===== src/design/lcb_pkg.sv =====
// Package for the LRU frame cache with byte budget.
// Holds request and result codes, the capacity and the row command type.
// No dependencies.
package lcb_pkg;
   // Number of cells in the row, which is the most entries ever resident.
   localparam int MAX_ENTRIES = 16;

   localparam logic [1:0] REQ_GET    = 2'd0;
   localparam logic [1:0] REQ_PUT    = 2'd1;
   localparam logic [1:0] REQ_REMOVE = 2'd2;
   localparam logic [1:0] REQ_CLEAR  = 2'd3;

   localparam logic [1:0] KIND_DONE    = 2'd0;
   localparam logic [1:0] KIND_EVICT   = 2'd1;
   localparam logic [1:0] KIND_REFUSED = 2'd2;

   localparam logic CSR_MAX_ENTRIES = 1'b0;
   localparam logic CSR_BYTE_BUDGET = 1'b1;

   // Command broadcast from the controller to the cell row.
   typedef struct packed {
      logic shift;   // every cell takes its upstream neighbor's contents
      logic clear;   // invalidate every cell
      logic drop;    // remove the matching cell and close the gap
      logic touch;   // move the matching cell to the front
      logic evict;   // invalidate the oldest occupied cell
   } row_cmd_type;
endpackage


===== src/design/lcb_cell.sv =====
// One cell of the recency-ordered row: valid bit, tag and size.
// Depends on lcb_pkg. Cell 0 is the most recent position.
module lcb_cell (
   input  logic                clock,
   input  logic                reset,
   input  lcb_pkg::row_cmd_type cmd,
   input  logic [30:0]         key,
   input  logic                hit_above,  // a match exists at a lower position
   input  logic                hit_below,  // a match exists at a higher position
   input  logic                up_valid,
   input  logic [30:0]         up_tag,
   input  logic [31:0]         up_size,
   input  logic                dn_valid,
   input  logic [30:0]         dn_tag,
   input  logic [31:0]         dn_size,
   output logic                valid,
   output logic [30:0]         tag,
   output logic [31:0]         size,
   output logic                hit
);
   logic        valid_ff, valid_in;
   logic [30:0] tag_ff, tag_in;
   logic [31:0] size_ff, size_in;

   assign hit   = valid_ff && (tag_ff == key);
   assign valid = valid_ff;
   assign tag   = tag_ff;
   assign size  = size_ff;

   always_comb begin
      valid_in = valid_ff;
      tag_in   = tag_ff;
      size_in  = size_ff;
      if (cmd.clear) begin
         valid_in = 1'b0;
      end else if (cmd.shift) begin
         valid_in = up_valid;
         tag_in   = up_tag;
         size_in  = up_size;
      end else if (cmd.drop && (hit || hit_above)) begin
         // the gap closes by pulling older cells forward
         valid_in = dn_valid;
         tag_in   = dn_tag;
         size_in  = dn_size;
      end else if (cmd.touch && (hit || hit_below)) begin
         // cells up to the hit move back one place; cell 0 is loaded by the top
         valid_in = up_valid;
         tag_in   = up_tag;
         size_in  = up_size;
      end else if (cmd.evict && !dn_valid) begin
         // the last occupied cell and the empty cells behind it end up empty
         valid_in = 1'b0;
      end
   end

   always_ff @(posedge clock) begin
      if (reset) begin
         valid_ff <= 1'b0;
      end else begin
         valid_ff <= valid_in;
      end
      tag_ff  <= tag_in;
      size_ff <= size_in;
   end
endmodule


===== src/design/lcb_row.sv =====
// Row of lcb_cell instances kept in recency order, front first.
// Depends on lcb_pkg and lcb_cell.
module lcb_row #(
   parameter int N = 16
) (
   input  logic                clock,
   input  logic                reset,
   input  lcb_pkg::row_cmd_type cmd,
   input  logic [30:0]         key,
   input  logic [30:0]         front_tag,
   input  logic [31:0]         front_size,
   output logic                any_hit,
   output logic [31:0]         hit_size,
   output logic                last_valid,
   output logic [30:0]         oldest_tag,
   output logic [31:0]         oldest_size
);
   logic [N-1:0]  v, h, above, below, tail;
   logic [30:0]   t [N];
   logic [31:0]   s [N];

   // Occupied cells are packed at the front, so the oldest entry is the
   // single valid cell whose downstream neighbor is empty.
   assign tail = v & ~{1'b0, v[N-1:1]};

   always_comb begin
      above[0] = 1'b0;
      for (int i = 1; i < N; i++) above[i] = above[i-1] | h[i-1];
      below[N-1] = 1'b0;
      for (int i = N - 2; i >= 0; i--) below[i] = below[i+1] | h[i+1];
      hit_size    = '0;
      oldest_tag  = '0;
      oldest_size = '0;
      for (int i = 0; i < N; i++) if (h[i]) hit_size = s[i];
      for (int i = 0; i < N; i++) begin
         if (tail[i]) begin
            oldest_tag  = t[i];
            oldest_size = s[i];
         end
      end
   end
   assign any_hit = |h;

   assign last_valid = v[N-1];

   for (genvar i = 0; i < N; i++) begin : g_cell
      logic        uv, dv;
      logic [30:0] ut, dt;
      logic [31:0] us, ds;
      if (i == 0) begin : g_front
         assign uv = 1'b1;
         assign ut = front_tag;
         assign us = front_size;
      end else begin : g_mid
         assign uv = v[i-1];
         assign ut = t[i-1];
         assign us = s[i-1];
      end
      if (i == N - 1) begin : g_back
         assign dv = 1'b0;
         assign dt = '0;
         assign ds = '0;
      end else begin : g_nxt
         assign dv = v[i+1];
         assign dt = t[i+1];
         assign ds = s[i+1];
      end
      lcb_cell u_cell (
         .clock(clock), .reset(reset), .cmd(cmd), .key(key),
         .hit_above(above[i]), .hit_below(below[i]),
         .up_valid(uv), .up_tag(ut), .up_size(us),
         .dn_valid(dv), .dn_tag(dt), .dn_size(ds),
         .valid(v[i]), .tag(t[i]), .size(s[i]), .hit(h[i])
      );
   end
endmodule


===== src/design/lru_cache_with_byte_budget.sv =====
// LRU frame cache under an entry limit and a byte budget, built as a row of cells.
// A get, remove, clear or refused put passes through the execute and output states;
// a stored put also passes through the eviction state, once per eviction and once
// more, and then the insert state; a waiting result that stays stalled holds it up.
// The next transaction is accepted only after the final result is loaded.
// Reset (synchronous, active high) empties the row and restores the limits
// to 16 entries and 268435456 bytes. There is no clearing pass.
module lru_cache_with_byte_budget (
   input  logic        clock,
   input  logic        reset,
   input  logic        req_valid,
   output logic        req_stall,
   input  logic [1:0]  req_type,
   input  logic [30:0] req_frame_number,
   input  logic [31:0] req_frame_size_bytes,
   input  logic        req_samples_ok,
   output logic        rsp_valid,
   input  logic        rsp_stall,
   output logic [1:0]  rsp_result_kind,
   output logic [30:0] rsp_result_frame,
   output logic        rsp_found,
   output logic [4:0]  rsp_resident_count,
   output logic [39:0] rsp_resident_bytes,
   output logic        rsp_last_result,
   input  logic        csr_valid,
   output logic        csr_ready,
   input  logic        csr_index,
   input  logic [39:0] csr_data
);
   // The row is kept in recency order: cell 0 is the most recent entry and
   // the valid entries stay packed at positions 0 to count-1. A drop closes
   // the gap, a touch rotates the hit to the front, an insert shifts the whole
   // row back by one, and an eviction invalidates the last occupied cell. The
   // row reports the oldest entry's tag and size so an eviction needs no index.
   localparam int MAX_ENTRIES = lcb_pkg::MAX_ENTRIES;
   localparam int CW = $clog2(MAX_ENTRIES + 1);

   localparam logic [2:0] ST_IDLE  = 3'd0;
   localparam logic [2:0] ST_EXEC  = 3'd1;
   localparam logic [2:0] ST_EVICT = 3'd2;
   localparam logic [2:0] ST_INS   = 3'd3;
   localparam logic [2:0] ST_OUT   = 3'd4;

   logic [2:0]  state_ff, state_in;
   logic [4:0]  max_ff;
   logic [39:0] budget_ff;
   logic [1:0]  op_ff;
   logic [30:0] tag_ff;
   logic [31:0] size_ff;
   logic        ok_ff;
   logic        found_ff, found_in;
   logic [CW-1:0] count_ff, count_in;
   logic [39:0] bytes_ff, bytes_in;
   logic        rv_ff, rv_in;
   logic [1:0]  rk_ff, rk_in;
   logic [30:0] rf_ff, rf_in;
   logic        rfd_ff, rfd_in;
   logic [39:0] rb_ff, rb_in;
   logic [CW-1:0] rc_ff, rc_in;
   logic        rl_ff, rl_in;

   lcb_pkg::row_cmd_type cmd;
   logic        any_hit, last_valid;
   logic [31:0] hit_size;
   logic [30:0] evict_tag;
   logic [31:0] evict_size;
   logic [31:0] front_size;

   // A touched entry keeps its own size when it moves to the front; an
   // inserted entry brings the size of the put.
   assign front_size = cmd.touch ? hit_size : size_ff;

   lcb_row #(.N(MAX_ENTRIES)) u_row (
      .clock(clock), .reset(reset), .cmd(cmd), .key(tag_ff),
      .front_tag(tag_ff), .front_size(front_size),
      .any_hit(any_hit), .hit_size(hit_size),
      .last_valid(last_valid), .oldest_tag(evict_tag), .oldest_size(evict_size)
   );

   logic [4:0]  limit;
   logic        refuse, over;
   logic [40:0] sum_bytes;
   assign limit = (max_ff > 5'(MAX_ENTRIES)) ? 5'(MAX_ENTRIES) : max_ff;
   assign refuse = (limit == 5'd0) || (budget_ff == 40'd0) || !ok_ff ||
                   (size_ff == 32'd0) || ({8'd0, size_ff} > budget_ff);
   assign sum_bytes = {1'b0, bytes_ff} + {9'd0, size_ff};
   assign over = (count_ff != '0) &&
                 ((5'(count_ff) + 5'd1 > limit) || (sum_bytes > {1'b0, budget_ff}));

   function automatic logic [39:0] sub_floor(input logic [39:0] a, input logic [31:0] b);
      sub_floor = ({8'd0, b} < a) ? a - {8'd0, b} : 40'd0;
   endfunction

   // A waiting final result does not hold off the next request: the result
   // register is only reloaded once it has been taken.
   assign req_stall = reset || (state_ff != ST_IDLE);
   assign csr_ready = 1'b1;

   always_ff @(posedge clock) begin
      if (reset) begin
         max_ff    <= 5'd16;
         budget_ff <= 40'd268435456;
      end else if (csr_valid) begin
         unique case (csr_index)
            lcb_pkg::CSR_MAX_ENTRIES: max_ff    <= csr_data[4:0];
            lcb_pkg::CSR_BYTE_BUDGET: budget_ff <= csr_data;
            default: ;
         endcase
      end
   end

   always_comb begin
      state_in = state_ff;
      cmd      = '0;
      found_in = found_ff;
      count_in = count_ff;
      bytes_in = bytes_ff;
      rv_in = rv_ff && rsp_stall;
      rk_in = rk_ff; rf_in = rf_ff; rfd_in = rfd_ff;
      rb_in = rb_ff; rc_in = rc_ff; rl_in = rl_ff;
      unique case (state_ff)
         ST_IDLE: if (req_valid && !req_stall) state_in = ST_EXEC;
         ST_EXEC: begin
            found_in = any_hit;
            unique case (op_ff) inside
               lcb_pkg::REQ_GET: begin
                  cmd.touch = any_hit;
                  state_in = ST_OUT;
               end
               lcb_pkg::REQ_REMOVE, lcb_pkg::REQ_PUT: begin
                  // A resident copy leaves first, also for a refused put.
                  if (any_hit) begin
                     cmd.drop = 1'b1;
                     count_in = count_ff - CW'(1);
                     bytes_in = sub_floor(bytes_ff, hit_size);
                  end
                  if (op_ff == lcb_pkg::REQ_REMOVE) state_in = ST_OUT;
                  else if (refuse) begin
                     state_in = ST_OUT;
                  end else state_in = ST_EVICT;
               end
               lcb_pkg::REQ_CLEAR: begin
                  cmd.clear = 1'b1;
                  count_in = '0;
                  bytes_in = '0;
                  found_in = 1'b0;
                  state_in = ST_OUT;
               end
            endcase
         end
         ST_EVICT: if (!rv_ff || !rsp_stall) begin
            // One oldest entry leaves per cycle while no result waits stalled, until the new
            // one fits; the reported totals already include the entry being put.
            if (over) begin
               cmd.evict = 1'b1;
               count_in = count_ff - CW'(1);
               bytes_in = sub_floor(bytes_ff, evict_size);
               rv_in = 1'b1; rk_in = lcb_pkg::KIND_EVICT; rf_in = evict_tag;
               rfd_in = 1'b0; rl_in = 1'b0;
               rc_in = count_ff;
               rb_in = sub_floor(bytes_ff, evict_size) + {8'd0, size_ff};
            end else state_in = ST_INS;
         end
         ST_INS: begin
            cmd.shift = 1'b1;
            count_in = count_ff + CW'(1);
            bytes_in = sum_bytes[39:0];
            state_in = ST_OUT;
         end
         ST_OUT: if (!rv_ff || !rsp_stall) begin
            rv_in = 1'b1;
            rk_in = (op_ff == lcb_pkg::REQ_PUT && refuse) ? lcb_pkg::KIND_REFUSED
                                                         : lcb_pkg::KIND_DONE;
            rf_in = tag_ff; rfd_in = found_ff; rl_in = 1'b1;
            rc_in = count_ff; rb_in = bytes_ff;
            state_in = ST_IDLE;
         end
         default: state_in = ST_IDLE;
      endcase
   end

   always_ff @(posedge clock) begin
      if (reset) begin
         state_ff <= ST_IDLE;
         count_ff <= '0;
         bytes_ff <= '0;
         rv_ff    <= 1'b0;
      end else begin
         state_ff <= state_in;
         count_ff <= count_in;
         bytes_ff <= bytes_in;
         rv_ff    <= rv_in;
      end
      found_ff <= found_in;
      rk_ff <= rk_in; rf_ff <= rf_in; rfd_ff <= rfd_in;
      rb_ff <= rb_in; rc_ff <= rc_in; rl_ff <= rl_in;
      if (state_ff == ST_IDLE && req_valid && !req_stall) begin
         op_ff   <= req_type;
         tag_ff  <= req_frame_number;
         size_ff <= req_frame_size_bytes;
         ok_ff   <= req_samples_ok;
      end
   end

   assign rsp_valid          = rv_ff;
   assign rsp_result_kind    = rk_ff;
   assign rsp_result_frame   = rf_ff;
   assign rsp_found          = rfd_ff;
   assign rsp_resident_count = 5'(rc_ff);
   assign rsp_resident_bytes = rb_ff;
   assign rsp_last_result    = rl_ff;

   a_back_cell: assert property (@(posedge clock) disable iff (reset)
      (count_ff == CW'(MAX_ENTRIES)) |-> last_valid)
      else $error("back cell empty while row is full");
   a_room: assert property (@(posedge clock) disable iff (reset)
      (state_ff == ST_INS) |-> !last_valid)
      else $error("insert would push an entry off the back");
   a_count: assert property (@(posedge clock) disable iff (reset)
      count_ff <= CW'(MAX_ENTRIES)) else $error("entry count out of range");
   a_stall: assert property (@(posedge clock) disable iff (reset)
      (rv_ff && rsp_stall) |=>
      (rv_ff && $stable({rk_ff, rf_ff, rfd_ff, rc_ff, rb_ff, rl_ff})))
      else $error("result dropped or changed under stall");
endmodule


===== config.mk =====
export PLATFORM = sky130hd
export DESIGN_NAME = lru_cache_with_byte_budget
export DESIGN_NICKNAME = d
export VERILOG_FILES = /design/src/design/lcb_pkg.sv /design/src/design/lcb_cell.sv /design/src/design/lcb_row.sv /design/src/design/lru_cache_with_byte_budget.sv
export SDC_FILE = /design/constraint.sdc
export NUM_CORES = 2
export LEC_CHECK = 0
export CAP_MARGIN = 15
export CORE_MARGIN = 3
export CORE_UTILIZATION = 50
export DETAILED_ROUTE_END_ITERATION = 10
export DONT_BUFFER_PORTS = 1
export SLEW_MARGIN = 10
export SYNTH_ARGS = -nofsm -noshare
export SYNTH_HDL_FRONTEND = slang
export SYNTH_HIERARCHICAL = 1
export SYNTH_SLANG_ARGS = --single-unit

===== constraint.sdc =====
create_clock -name clock -period 31.4 [get_ports clock]
set_input_delay 1.57 -clock clock [delete_from_list [all_inputs] [get_ports clock]]
set_output_delay 1.57 -clock clock [all_outputs]
set_load 0.01 [all_outputs]

# Yosys cells after proc, flatten, opt, wreduce, memory -nomap -nowiden
# Cells that the tools add are included.
# op_classes
add_sub_neg	6
magnitude_cmp	6
eq_ne	30
mux	266
bitwise	32
reduce_logical	191
# op_table
op	n
32-bit two-way mux	81
31-bit two-way mux	67
31-bit equality test	16
40-bit two-way mux	8
40-bit case mux with 2 select lines	2
40-bit case mux with 3 select lines	1
32-bit by 40-bit less-than comparator with 1-bit output	2
40-bit by 32-bit subtractor with 40-bit output	2
1-bit two-way mux	79
1-bit logical AND	69
4-bit nonzero test	16
31-bit case mux with 2 select lines	1
3-bit nonzero test	18
40-bit by 32-bit adder with 41-bit output	1
41-bit by 40-bit greater-than comparator with 1-bit output	1
40-bit by 32-bit adder with 40-bit output	1
32-bit by 40-bit greater-than comparator with 1-bit output	1
40-bit logical NOT	1
1-bit logical OR	37
2-bit AND reduction	18
5-bit two-way mux	7
32-bit logical NOT	1
1-bit OR	28
3-bit two-way mux	7
other kinds (32)	66
# totals
regBits	1265
word_cells	596

# Depth between registers and ports, before layout
# logic_depth
depth_word	24
ltp_mapped	33
mapped_depth_nobuf	28

# Hierarchy
# Netlist, hierarchy kept.
# by_module_without_submodules
module	instances	cells_per_inst	area_per_inst_um2	seq_area_each_um2
lcb_cell	16	192	3382.0	1911.8
lru_cache_with_byte_budget	1	2444	20034.2	6296.0
lcb_row	1	2170	12996.2	0.0

# Least setup slack after synthesis
# No wires, ideal clock.
# synth_timing
path_kind	reg2reg
startpoint	register size_ff[14]
endpoint	register rfd_ff (netlist: rsp_found) (enable)
setup_time_ps	640
arrival_ps	10076
slack_ps	20684
stages_incl_launch_ff	19
n_path_buf	0
synth_period_minus_slack_ps	10716
cell_sequence	edfxtp_1 -> ha_1 -> a2111oi_0 -> o21ai_0 -> a41oi_1 -> o22ai_1 -> a2111o_1 -> a31oi_1 -> nor2b_1 -> xor2_1 -> ha_1 -> nand4_1 -> nor4_1 -> nand4_1 -> a21oi_1 -> o31ai_1 -> o311ai_0 -> nand3_1 -> a21boi_0
# synth_via
elab_chain_cells	6
# synth_lines
item	line_no	source
start, declared	lru_cache_with_byte_budget.sv:49	logic [31:0] size_ff;
start signal, assigned	lru_cache_with_byte_budget.sv:200	size_ff <= req_frame_size_bytes;
40-bit by 32-bit adder with 41-bit output	lru_cache_with_byte_budget.sv:86	assign sum_bytes = {1'b0, bytes_ff} + {9'd0, size_ff};
41-bit by 40-bit greater-than comparator with 1-bit output	lru_cache_with_byte_budget.sv:88	((5'(count_ff) + 5'd1 > limit) || (sum_bytes > {1'b0, budget_ff}));
1-bit logical OR	lru_cache_with_byte_budget.sv:88	
1-bit logical AND	lru_cache_with_byte_budget.sv:87	assign over = (count_ff != '0) &&
2-bit != test (no source line)	-	
4-bit AND reduction (no source line)	-	
end signal, assigned	lru_cache_with_byte_budget.sv:195	rk_ff <= rk_in; rf_ff <= rf_in; rfd_ff <= rfd_in;
end, declared	lru_cache_with_byte_budget.sv:57	logic rfd_ff, rfd_in;
# No other way between the ends.
# A chain may end at the register's enable or synchronous reset.

# Worst setup path after layout
# layout_timing
startpoint	register u_row.g_cell[11].u_cell.valid_ff
endpoint	register rb_ff[34] (netlist: rsp_resident_bytes[34]) (data pin)
# layout_via
elab_chain_cells	14
word_cells_on_any_way	15
cone_classes	add/sub (2); order compare (1); mux (10); bitwise (2)
# layout_lines
item	line_no	source
start, declared	lcb_cell.sv:21	logic valid_ff, valid_in;
start signal, assigned	lcb_cell.sv:60	valid_ff <= valid_in;
15-bit inverter with 16-bit output	lcb_row.sv:24	assign tail = v & ~{1'b0, v[N-1:1]};
16-bit AND *	lcb_row.sv:24	
32-bit two-way mux	lcb_row.sv:36	if (tail[i]) begin
32-bit two-way mux * (5 in series)	lcb_row.sv:36	
via evict_size[1]	lru_cache_with_byte_budget.sv:66	logic [31:0] evict_size;
40-bit by 32-bit subtractor with 40-bit output or 32-bit by 40-bit less-than comparator with 1-bit output (tied branches)	lru_cache_with_byte_budget.sv:91	sub_floor = ({8'd0, b} < a) ? a - {8'd0, b} : 40'd0;
40-bit two-way mux *	lru_cache_with_byte_budget.sv:91	
40-bit by 32-bit adder with 40-bit output *	lru_cache_with_byte_budget.sv:161	rb_in = sub_floor(bytes_ff, evict_size) + {8'd0, size_ff};
40-bit two-way mux *	lru_cache_with_byte_budget.sv:154	if (over) begin
40-bit two-way mux *	lru_cache_with_byte_budget.sv:151	ST_EVICT: if (!rv_ff || !rsp_stall) begin
40-bit case mux with 2 select lines *	lru_cache_with_byte_budget.sv:121	unique case (state_ff)
via rb_in[34]	lru_cache_with_byte_budget.sv:58	logic [39:0] rb_ff, rb_in;
end signal, assigned	lru_cache_with_byte_budget.sv:196	rb_ff <= rb_in; rc_ff <= rc_in; rl_ff <= rl_in;
end, declared	lru_cache_with_byte_budget.sv:58	
# Mark *: on every way through the listed nets, which the timed path passes. The rest lies on a longest branch. The select of a mux whose other input is x is not followed.

==> reports/summary.txt <==
fraction of layout cells with a size suffix above 1 = 20.4%
Synth Area in Compound Gates = 17.1%
xor/xnor share of the synthesized area = 6.21%
Final Max Tran Viols = 0
Mapped Cells = 7686
Post-route DRC = 0
vias per std cell = 6.85
CTS HTree Levels = 4
total vias in the final route = 68600
post-synthesis cell area = 87100 µm²
final setup fails = 0
clock slew at reported path FFs = 0.06 ns
Int Pwr = 3.05 mW
layer with the highest usage = met2
Final Hold Fails = 0
mux cell area share after synthesis = 16.7%
clk root buf = clkbuf_16
skew final = 0.0324 ns
Startpoint Class = flop
Power Density = 44.7 nW/µm²
GRT overflow = 0
Fill cells = 14900
final setup TNS = 0 ns
Tot GR Track Use = 36.0%
initial antenna violation count = 2
DRT iter0 DRCs = 8297
Die ar. = 179000 µm²
worst-path fanout max = 39
Syn Area/Cell = 11.3 µm²
Die H = 423 µm
vias in the first global route = 66300
FFs w/ async S/R, synth = 0%
Final period util = 33.2%
die width = 423 µm
first-pass GRT wire length = 481000 µm
Max Clock Freq = 0.0960 GHz
DRT Pass-1 Iters = 7
commonest non-fill, non-tap cell in the layout = edfxtp_1
clock sinks = 1265
Yosys reg bits = 1265
Peak VDD IR = 54.5 µV
Routed wire per std cell = 33.3 µm
outcome = completed
GR Util met2 = 58.8%
Sw Pwr = 1.13 mW
largest net degree at the start of global routing = 111
Syn. warnings = 6
Post-CTS Resized = 0
hold depth = 2
Flop pwr share = 44.5%
Final Critical Period = 10.41 ns
adder-cell share of the synthesized area = 3.14%
drt total wl = 334000 µm
cts hold-fix bufs = 0
peak per-stage delay on the critical path = 0.77 ns
Post-synth top flop = edfxtp_1
RSZ-0062 raised after global routing = no
Worst EP required = 32.06 ns
CP dominant cell by count = buf_4
sequential share of the synthesized area = 42.3%
Clock Power Share = 42.9%
commonest cells after routing, fill and taps aside = 1155 x edfxtp_1, 800 x mux2_4, 627 x nand2_1
Distinct cells, synth = 94
Sw Ratio = 27.0%
Clock Path Buffers = 3
Hold WC Path Type = reg2reg
worst slew pin tran = 1.36 ns
Pwr Total = 4.18 mW
Slew headroom = 8.59%
largest family of logic cells by synthesized area = compound AO/OA/AOI/OAI gates
Max-Cap Viols = 0
Post CTS Setup Buffer Count = 0
total core area = 172000 µm²
Worst Setup End Kind = flop
Post-Synth Simple-Gate Area = 9.16%
Worst R2R Path Depth = 30
RD Place Congestion = 0.982
initial core utilization = 50.5%
CP max stage cell = nand3_1
number of synthesized flops with an enable pin = 1155
IO buf count = 0
clk_lat worst skew = 0.83 ns
final net count = 7913
grt met3 use = 5.28%
Syn-to-layout area delta = 7.28%
Ports = 195
Antenna diodes = 0
Rows = 152
P_leak = 33.3 nW
critical path arrival = 11.07 ns
number of buffers created by CTS = 150
antenna-violating nets left = 0
HPWL after DPL = 240000 µm
met1 GRT Util = 45.4%
combinational power share = 12.6%
TritonCTS clock tree = done
CP Class = reg2reg
-- worst max-delay path, delay by kind of cell, from the launching register on --
| family | cells | cell delay [ns] |
|---|---|---|
| compound gates | 14 | 4.39 |
| xor+xnor | 1 | 0.12 |
| fa+ha+maj | 3 | 0.92 |
| buf+inv | 5 | 1.48 |
| flops | 1 | 0.59 |
| simple gates | 7 | 2.66 |
-- area by class of cell --
class                   instances  area [µm²]  share of cell area, %
multi-input cells            5707       46300                   49.6
flip-flops and latches       1265       36900                   39.5
clock buffers                 196        4100                   4.39
well taps                    2310        2890                   3.09
repair buffers                180        1360                   1.46
inverters                     281        1060                   1.13
clock inverters                83         850                  0.909
-- power groups by stage --
stage | Combinational (mW) | Sequential, mW | Clock, mW
floorplan | 0.349 | 1.90 | 0
detailed placement | 0.510 | 1.90 | 0
finish | 0.525 | 1.86 | 1.79
CTS | 0.514 | 1.86 | 1.82
global placement | 0.509 | 1.90 | 0
global route | 0.565 | 1.86 | 1.88
-- logic make-up after synthesis --
kind of cell,Yosys count
xor+xnor,618
mux,1027
compound gates,2126
buf+inv,783
flops,1265
other cells,3
fa+ha+maj,216
simple gates,1648
-- metal layers --
metal	vias to the layer above	routed length (µm)
met4	0	23400
met3	849	26000
li1	29400	-
met2	3984	157000
met1	34400	127000
met5	-	0
-- state kept, by name, indices dropped and copies added, names as in the netlist --
register	count
tag_ff	31
u_row/g_cell.u_cell/tag	496
bytes_ff	40
u_row/g_cell.u_cell/size	512
count_ff	5
rsp_valid	1
rsp_found	1
rsp_result_kind	2
size_ff	32
budget_ff	40
u_row/g_cell.u_cell/valid	16
rsp_result_frame	31
found_ff	1
state_ff	3
op_ff	2
rsp_resident_bytes	40
ok_ff	1
max_ff	5
rsp_resident_count	5
rsp_last_result	1
-- path summary, 6_finish.rpt --
path	from	endpoint	slack (ns)
max	u_row/g_cell[11].u_cell/valid$_SDFFE_PP0P_	rsp_resident_bytes[34]$_DFFE_PP_	20.99
min	budget_ff[8]$_SDFFE_PP0P_	budget_ff[8]$_SDFFE_PP0P_	0.47
max reg2reg	u_row/g_cell[11].u_cell/valid$_SDFFE_PP0P_	rsp_resident_bytes[34]$_DFFE_PP_	20.99
min reg2reg	budget_ff[8]$_SDFFE_PP0P_	budget_ff[8]$_SDFFE_PP0P_	0.47
-- per-stage QoR --
stage	hold slack [ns]	std cells	cell area (µm²)	util, %	setup slack [ns]
floorplan	0.406	7755	87400	-	20.68
global placement	0.463	9742	88500	51.3	21.51
detailed placement	0.465	9742	88500	51.3	21.28
CTS	0.475	10000	93500	54.2	21.26
global route	0.497	10000	93500	54.2	20.34
finish	0.473	10000	93500	54.2	20.99
-- synth_stat cells, drive strengths merged (73+ instances only) --
master	number	area [µm²]
a211oi	89	673
a21oi	380	1900
a221o	100	1000
a221oi	192	1700
a22oi	103	773
a31oi	73	457
buf	168	2330
clkbuf	334	1250
dfxtp	110	2200
edfxtp	1155	34700
ha	212	2650
inv	276	1040
mux2	1015	14400
nand2	628	2360
nand3	76	380
nor2	324	1270
nor3	92	470
nor4	163	1030
o211ai	97	728
o21ai	318	1590
o22ai	272	1700
xnor2	76	666
xor2	542	4750
(Power assumes the default switching activity.)
